==> config.mk <==
export PLATFORM = sky130hd
export DESIGN_NAME = vda_ctrl
export DESIGN_NICKNAME = d
export VERILOG_FILES = /design/src/hdl/assert_macros.svh /design/src/hdl/vda_pkg.sv /design/src/hdl/vda_ctrl.sv
export SDC_FILE = /design/constraint.sdc
export NUM_CORES = 1
export LEC_CHECK = 0
export ABC_AREA = 1
export BUFFER_PORTS_ARGS = -buffer_cell sky130_fd_sc_hd__buf_2
export CAP_MARGIN = 20
export CORE_AREA = 2 2 39 41
export DETAILED_ROUTE_END_ITERATION = 8
export DIE_AREA = 0 0 41 43
export SETUP_SLACK_MARGIN = 0.15
export SYNTH_ARGS = -nofsm -noshare
export SYNTH_HDL_FRONTEND = slang
export SYNTH_SLANG_ARGS = --single-unit
==> constraint.sdc <==
create_clock -name clock -period 1.4 [get_ports clock]
set_clock_uncertainty 0.15 [all_clocks]
set_input_delay 0.14 -clock clock [delete_from_list [all_inputs] [get_ports clock]]
set_output_delay 0.14 -clock clock [all_outputs]
set_load 0.01 [all_outputs]
==> src/hdl/assert_macros.svh <==
// Assertion macros used by the datapath RTL
`ifndef ASSERT_MACROS_SVH
`define ASSERT_MACROS_SVH

// cond holds at every clock edge out of reset
`define ASSERT_ALWAYS(lbl, cond, msg) \
   lbl: assert property (@(posedge clock) disable iff (reset) (cond)) else $error(msg);

// pre implies post in the same cycle
`define ASSERT_IMPLY(lbl, pre, post, msg) \
   lbl: assert property (@(posedge clock) disable iff (reset) (pre) |-> (post)) else $error(msg);

// pre implies post in the following cycle
`define ASSERT_NEXT(lbl, pre, post, msg) \
   lbl: assert property (@(posedge clock) disable iff (reset) (pre) |=> (post)) else $error(msg);

`endif

==> src/hdl/vda_pkg.sv <==
// Types, constants and helpers of the voxel deposit aggregator
package vda_pkg;

   localparam int TABLE_DEPTH_DEF = 64;
   localparam int POS_W           = 24;
   localparam int VOX_W           = 16;
   localparam int DROP_W          = 8;
   localparam int CSR_IDX_W       = 3;
   localparam int CSR_DATA_W      = 24;
   localparam int DIV_STEPS       = 24;

   localparam logic [CSR_IDX_W-1:0] CSR_ORIGIN_X = 3'd0;
   localparam logic [CSR_IDX_W-1:0] CSR_ORIGIN_Y = 3'd1;
   localparam logic [CSR_IDX_W-1:0] CSR_ORIGIN_Z = 3'd2;
   localparam logic [CSR_IDX_W-1:0] CSR_VOXEL_X  = 3'd3;
   localparam logic [CSR_IDX_W-1:0] CSR_VOXEL_Y  = 3'd4;
   localparam logic [CSR_IDX_W-1:0] CSR_VOXEL_Z  = 3'd5;
   localparam logic [CSR_IDX_W-1:0] CSR_USE_ORIG = 3'd6;

   localparam logic OP_DEPOSIT = 1'b0;
   localparam logic OP_FLUSH   = 1'b1;

   localparam logic [VOX_W-1:0] VOXEL_RST = 16'd300;

   typedef struct packed {
      logic               operation;
      logic signed [23:0] pos_x;
      logic signed [23:0] pos_y;
      logic signed [23:0] pos_z;
      logic [31:0]        energy;
      logic signed [31:0] time_ns;
      logic signed [31:0] track_id;
      logic signed [31:0] original_track_id;
   } req_type;

   typedef struct packed {
      logic signed [23:0] voxel_x_pos;
      logic signed [23:0] voxel_y_pos;
      logic signed [23:0] voxel_z_pos;
      logic [31:0]        summed_energy;
      logic signed [31:0] earliest_time;
      logic signed [31:0] key_track;
      logic               empty_res;
      logic [7:0]         dropped;
      logic               last;
   } rsp_type;

   typedef struct packed {
      logic [23:0] px;
      logic [23:0] py;
      logic [23:0] pz;
      logic [31:0] track;
      logic [31:0] energy;
      logic [31:0] tns;
   } entry_type;

   typedef struct packed {
      logic div_start;
      logic scan_start;
      logic scan_min;
      logic commit;
      logic emit;
      logic emit_empty;
   } ctrl_cmd_type;

   typedef struct packed {
      logic div_done;
      logic scan_done;
      logic out_free;
      logic tbl_empty;
      logic last_one;
   } ctrl_sts_type;

   // signed order on x, y, z, track: flip sign bits, compare unsigned
   function automatic logic key_less(entry_type a, entry_type b);
      logic [103:0] ka;
      logic [103:0] kb;
      ka = {~a.px[23], a.px[22:0], ~a.py[23], a.py[22:0],
            ~a.pz[23], a.pz[22:0], ~a.track[31], a.track[30:0]};
      kb = {~b.px[23], b.px[22:0], ~b.py[23], b.py[22:0],
            ~b.pz[23], b.pz[22:0], ~b.track[31], b.track[30:0]};
      return ka < kb;
   endfunction

endpackage

==> src/hdl/vda_ctrl.sv <==
// Controller: sequences snap, table scan, commit and sorted flush
module vda_ctrl import vda_pkg::*; (
   input  logic         clock,
   input  logic         reset,
   input  logic         req_valid,
   input  logic         req_op,
   output logic         req_stall,
   input  ctrl_sts_type sts,
   output ctrl_cmd_type cmd
);

   typedef enum logic [5:0] {
      S_IDLE   = 6'b000001,
      S_DIV    = 6'b000010,
      S_SCAN   = 6'b000100,
      S_COMMIT = 6'b001000,
      S_FSCAN  = 6'b010000,
      S_EMIT   = 6'b100000
   } state_type;

   state_type state_ff, state_in;
   logic      empty_ff, empty_in;   // flush of an empty table

   assign req_stall = (state_ff != S_IDLE);

   always_comb begin
      state_in = state_ff;
      empty_in = empty_ff;
      cmd      = '0;
      unique case (state_ff)
         S_IDLE: begin
            if (req_valid) begin
               if (req_op == OP_DEPOSIT) begin
                  cmd.div_start = 1'b1;
                  state_in      = S_DIV;
               end else if (sts.tbl_empty) begin
                  empty_in = 1'b1;
                  state_in = S_EMIT;
               end else begin
                  empty_in       = 1'b0;
                  cmd.scan_start = 1'b1;
                  cmd.scan_min   = 1'b1;
                  state_in       = S_FSCAN;
               end
            end
         end
         S_DIV: begin
            if (sts.div_done) begin
               cmd.scan_start = 1'b1;
               state_in       = S_SCAN;
            end
         end
         S_SCAN: begin
            if (sts.scan_done) begin
               state_in = S_COMMIT;
            end
         end
         S_COMMIT: begin
            cmd.commit = 1'b1;
            state_in   = S_IDLE;
         end
         S_FSCAN: begin
            if (sts.scan_done) begin
               state_in = S_EMIT;
            end
         end
         S_EMIT: begin
            if (sts.out_free) begin
               if (empty_ff) begin
                  cmd.emit_empty = 1'b1;
                  state_in       = S_IDLE;
               end else if (sts.last_one) begin
                  cmd.emit = 1'b1;
                  state_in = S_IDLE;
               end else begin
                  cmd.emit       = 1'b1;
                  cmd.scan_start = 1'b1;
                  cmd.scan_min   = 1'b1;
                  state_in       = S_FSCAN;
               end
            end
         end
         default: state_in = S_IDLE;
      endcase
   end

   always_ff @(posedge clock) begin
      if (reset) begin
         state_ff <= S_IDLE;
         empty_ff <= 1'b0;
      end else begin
         state_ff <= state_in;
         empty_ff <= empty_in;
      end
   end

endmodule

* Word-level counts from Yosys, hierarchy flattened
Cells that the tools add are included.
** Storage, ports and cells
- Bits in registers :: 7
- Bits of input ports :: 9
- Output and inout bits :: 7
- Logic and storage cells :: 43
** Operators by class
- Eq/ne operators :: 12
- Mux-type cells :: 27
- Reduce and logical (&&, ||, !) cells :: 2
** Operators by type and width (count)
- 2-to-1 mux 6 bit :: 8
- case mux 6 bit (5 select lines) :: 1
- 2-to-1 mux 2 bit :: 7
- != test 2 bit (second input constant) :: 5
- 2-to-1 mux 1 bit :: 7
- equality test 6 x 1 -> 1 bit (second input constant) :: 1
- equality test 6 x 2 -> 1 bit (second input constant) :: 1
- equality test 6 x 3 -> 1 bit (second input constant) :: 1
- equality test 6 x 4 -> 1 bit (second input constant) :: 1
- equality test 6 x 5 -> 1 bit (second input constant) :: 1
- equality test 6 bit (second input constant) :: 1
- != test 6 x 1 -> 1 bit (second input constant) :: 1
- 2-to-1 mux 5 bit :: 1
- AND reduction 5 bit :: 1
- 2-to-1 mux 3 bit :: 1
- case mux 1 bit (3 select lines) :: 1
- AND reduction 3 bit :: 1
- case mux 1 bit (2 select lines) :: 1

* Depth between registers and ports, before layout
- Depth after elaboration :: 4
- Gate-level depth with buffers :: 9

* Worst setup path after synthesis
OpenSTA, ideal clock, no wires.
- Path type :: flip-flop to output port
- From :: register state_ff[1]
- To :: output port cmd[4] (netlist name)
- Path slack :: 1 ps
- Arrival time :: 1109 ps
- Stages on the path, launching flop included :: 8
- Cells stage by stage :: dfxtp_1 nor2_2 nand3_2 inv_1 nand2_2 nor2_2 nand2_1 nand3_1
** RTL lines
- start: declaration :: line vda_ctrl.sv:21 : state_type state_ff, state_in;
- start signal: assignment :: line vda_ctrl.sv:92 : state_ff <= state_in;
- end: declaration :: line vda_ctrl.sv:9 : output ctrl_cmd_type cmd

==> impl_metrics.csv <==
group,metric,value,unit
cells_and_area,nFillCells,120,
synthesis,syn_nets,95,
sta,setup-tns-final,-2.09,ns
synthesis,synthMostInstantiatedCell,"inv_1",
floorplanning,rows,14,
critical_path,cp_max_fo,5,
cells_and_area,fin_util,70.3,%
clocking,cts_buffers,3,
clocking,cts.sinks,7,
sta,fin_crit,1.69,ns
synthesis,synth-seq-area-share,26.2,%
critical_path,regToRegEndpoint,"state_ff[0]$_SDFFE_PP1P_",
min_path,hp-class,"input port to flip-flop",
power,vdd_ir_drop_max,1.06,mV
synthesis,netlist_area,534,µm²
synthesis,synth.area.top_cells,"dfxtp_1, inv_1, nor2_1, nand2_1, nand3_1",
clocking,clk_pin_slew,0.05,ns
cells_and_area,drive_gt1_share,59.4,%
routing,route.top_layer_used,"met4",
sta,worst_hold_slack,-0.00648,ns
critical_path,ff2ff_setup_slack,-0.18,ns
routing,drcViolationCount,0,
routing,wl_met1,791,µm
clocking,clk_latency,0.26,ns
min_path,min_path_cells,4,
clocking,cts_tree,"done",
sta,hold_viol,1,
outcome,violations,"negative hold slack, negative setup slack",
critical_path,worstSetupStartpointType,"flip-flop",
min_path,min_to,"state_ff[2]$_SDFFE_PP0P_",
flow_run,max-cap-violations,0,
sta,fmax,0.592,GHz
floorplanning,initial_core_util,38.6,%
clocking,cts_max_level,1,
synthesis,synth_edf_count,0,
synthesis,async_reset_ff_share,0,%
routing,ant_nets,0,
place,post-dp-hpwl,1090,µm
power,p_total,0.00161,W
sta,rsz0062_at_grt,"true",
global_routing,grt_overflow,0,
cells_and_area,antenna_cells,0,
power,powerDensity,1650,nW/µm²
critical_path,endpoint_kind,"output pin",
global_routing,grt_pass1_vias,594,
synthesis,yosysWarningCount,0,
synthesis,ys_ff_latch,7,
cells_and_area,nets,138,
sta,timing.slew.headroom,76.8,%
power,leakage,0.519,nW
clocking,cts_root_buf,"clkbuf_4",
critical_path,cpPeakStageDelay,0.33,ns
clocking,clock_tree.buffer_depth,2,
routing,wirelength,1860,µm
synthesis,syn_inst,86,
routing,vias,719,
floorplanning,die_h,43,µm
floorplanning,die-area,1760,µm²
sta,tightest_slew,0.345,ns
routing,drt_pass1_iterations,4,
global_routing,antenna_found_initial,0,
cells_and_area,areaGrowthSynthToFinish,82.2,%
critical_path,path_cells,"nor2_4 -> nand3_2 -> inv_2 -> nand2_4 -> nor2_4 -> nand2_2 -> nand3_1 -> buf_2",
critical_path,critical_path.most_common_cell,"nor2_4",
critical_path,r2r-start,"state_ff[2]$_SDFFE_PP0P_",
place,gp_congestion,0.827,
sta,slew_viol_final,0,
global_routing,grt_start_max_net_pins,7,
global_routing,track_usage,20.0,%
critical_path,cpMaxStageDelayCell,"dfxtp_2",
routing,wl_per_cell,12.9,µm
critical_path,reg2reg_depth,8,
routing,dr.first_iter.drc_count,11,
routing,wl_met2,971,µm
floorplanning,die_width,41,µm
sta,setup_violations,12,
sta,final.period_utilization,121,%
synthesis,synth_common_cells,"inv_1, nor2_1, nand2_1, nand3_1, dfxtp_1",
min_path,hp-start,"sts[3]",
critical_path,path_class,"flip-flop to output pin",
place,port-buffer-count,15,
outcome,outcome,"finished, violations left",
routing,via_per_inst,4.99,
critical_path,crit_arrival,1.40,ns
synthesis,syn_avg_cell_area,6.21,µm²
routing,wl_met3,60,µm
synthesis,synth_top_area_share,26.2,%
floorplanning,num_io_pins,16,
global_routing,grt_pass1_wl,2330,µm
critical_path,cp.required,1.11,ns
synthesis,yosysTopAreaCell,"dfxtp_1",
sta,setup_ws,-0.288,ns
synthesis,ys_types,15,
floorplanning,core,1380,µm²
synthesis,synth_top_flop_cell,"dfxtp_1",
state kept, by name (all words and copies together) (netlist names):
signal and flops:
empty_ff 1, state_ff 6
logic make-up (layout without fill, tap and decap cells):
group,after synthesis,count (layout),synth area share (%)
buf+inv,19,61,13.3
compound gates,6,6,6.79
flops,7,7,26.2
simple gates,54,54,53.6
cells in the final DEF, fill, tap and decap left out:
master | synthesis | routed
buf_4 | 0 | 16
inv_1 | 19 | 15
buf_2 | 0 | 12
nor2_1 | 14 | 10
nand2_1 | 12 | 9
buf_6 | 0 | 9
nor2_4 | 2 | 8
nand3_2 | 4 | 5
nand2_2 | 3 | 5
nand4_1 | 5 | 5
nand3_1 | 8 | 5
inv_2 | 0 | 4
nor2_2 | 5 | 3
clkbuf_4 | 0 | 3
dfxtp_4 | 0 | 3
dfxtp_2 | 0 | 3
nand3_4 | 0 | 2
a21oi_1 | 3 | 2
a21oi_2 | 1 | 2
nand2_4 | 0 | 1
nor3_1 | 1 | 1
o21ai_0 | 1 | 1
a21boi_0 | 1 | 1
clkbuf_1 | 0 | 1
dfxtp_1 | 7 | 1
dlygate4sd3_1 | 0 | 1
repair_timing:
item | 4_1_cts | 5_1_grt
resized for setup | 21 | 16
endpoints found under the setup margin | 13 | 14
hold endpoints to repair | 3 | 0
setup buffers | 5 | 8
hold buffers | 1 | 0
pin swaps | 7 | 10
metrics by stage:
stage	setup WS (ns)	instance area, µm²	cells
6_report	-0.288	973	144
2_1_floorplan	0.0547	549	86
4_1_cts	-0.263	858	136
5_1_grt	-0.369	973	144
3_3_place_gp	-0.0475	712	126
3_5_place_dp	-0.0588	712	126
worst max path at each step:
stage                        startpoint                       end  slack (ns)
4_1_cts        state_ff[3]$_SDFFE_PP0P_                    cmd[4]       -0.26
6_report       state_ff[2]$_SDFFE_PP0P_                    cmd[4]       -0.29
3_5_place_dp   state_ff[1]$_SDFFE_PP0P_  state_ff[0]$_SDFFE_PP1P_       -0.06
5_1_grt        state_ff[2]$_SDFFE_PP0P_                    cmd[4]       -0.37
2_1_floorplan  state_ff[2]$_SDFFE_PP0P_                    cmd[4]        0.05
3_3_place_gp   state_ff[1]$_SDFFE_PP0P_  state_ff[0]$_SDFFE_PP1P_       -0.05
critical path: cells and delay by family (launching register included):
kind | cells | cell delay, ns
flops | 1 | 0.33
simple gates | 6 | 0.58
buf+inv | 2 | 0.23
final cells by class:
type	count	area, µm²	share of cell area (%)
clock buffers	4	26.3	2.70
multi-input cells	60	409	42.0
well taps	16	20.0	2.06
repair buffers	38	292	29.9
flip-flops and latches	7	155	15.9
inverters	19	71.3	7.33
report_power, final:
group / internal, W / total, W / switching (W)
clock network: 0.000109 / 0.000192 / 0.0000825
registers: 0.000264 / 0.000333 / 0.0000690
logic: 0.000552 / 0.00108 / 0.000531
total: 0.000925 / 0.00161 / 0.000682
per-layer routing:
layer / global-route usage [%] / vias up
met5: 0 / -
met4: 12.0 / 0
met3: 4.71 / 5
met2: 30.9 / 19
met1: 23.6 / 340
li1: - / 355
(Power assumes the default switching activity.)
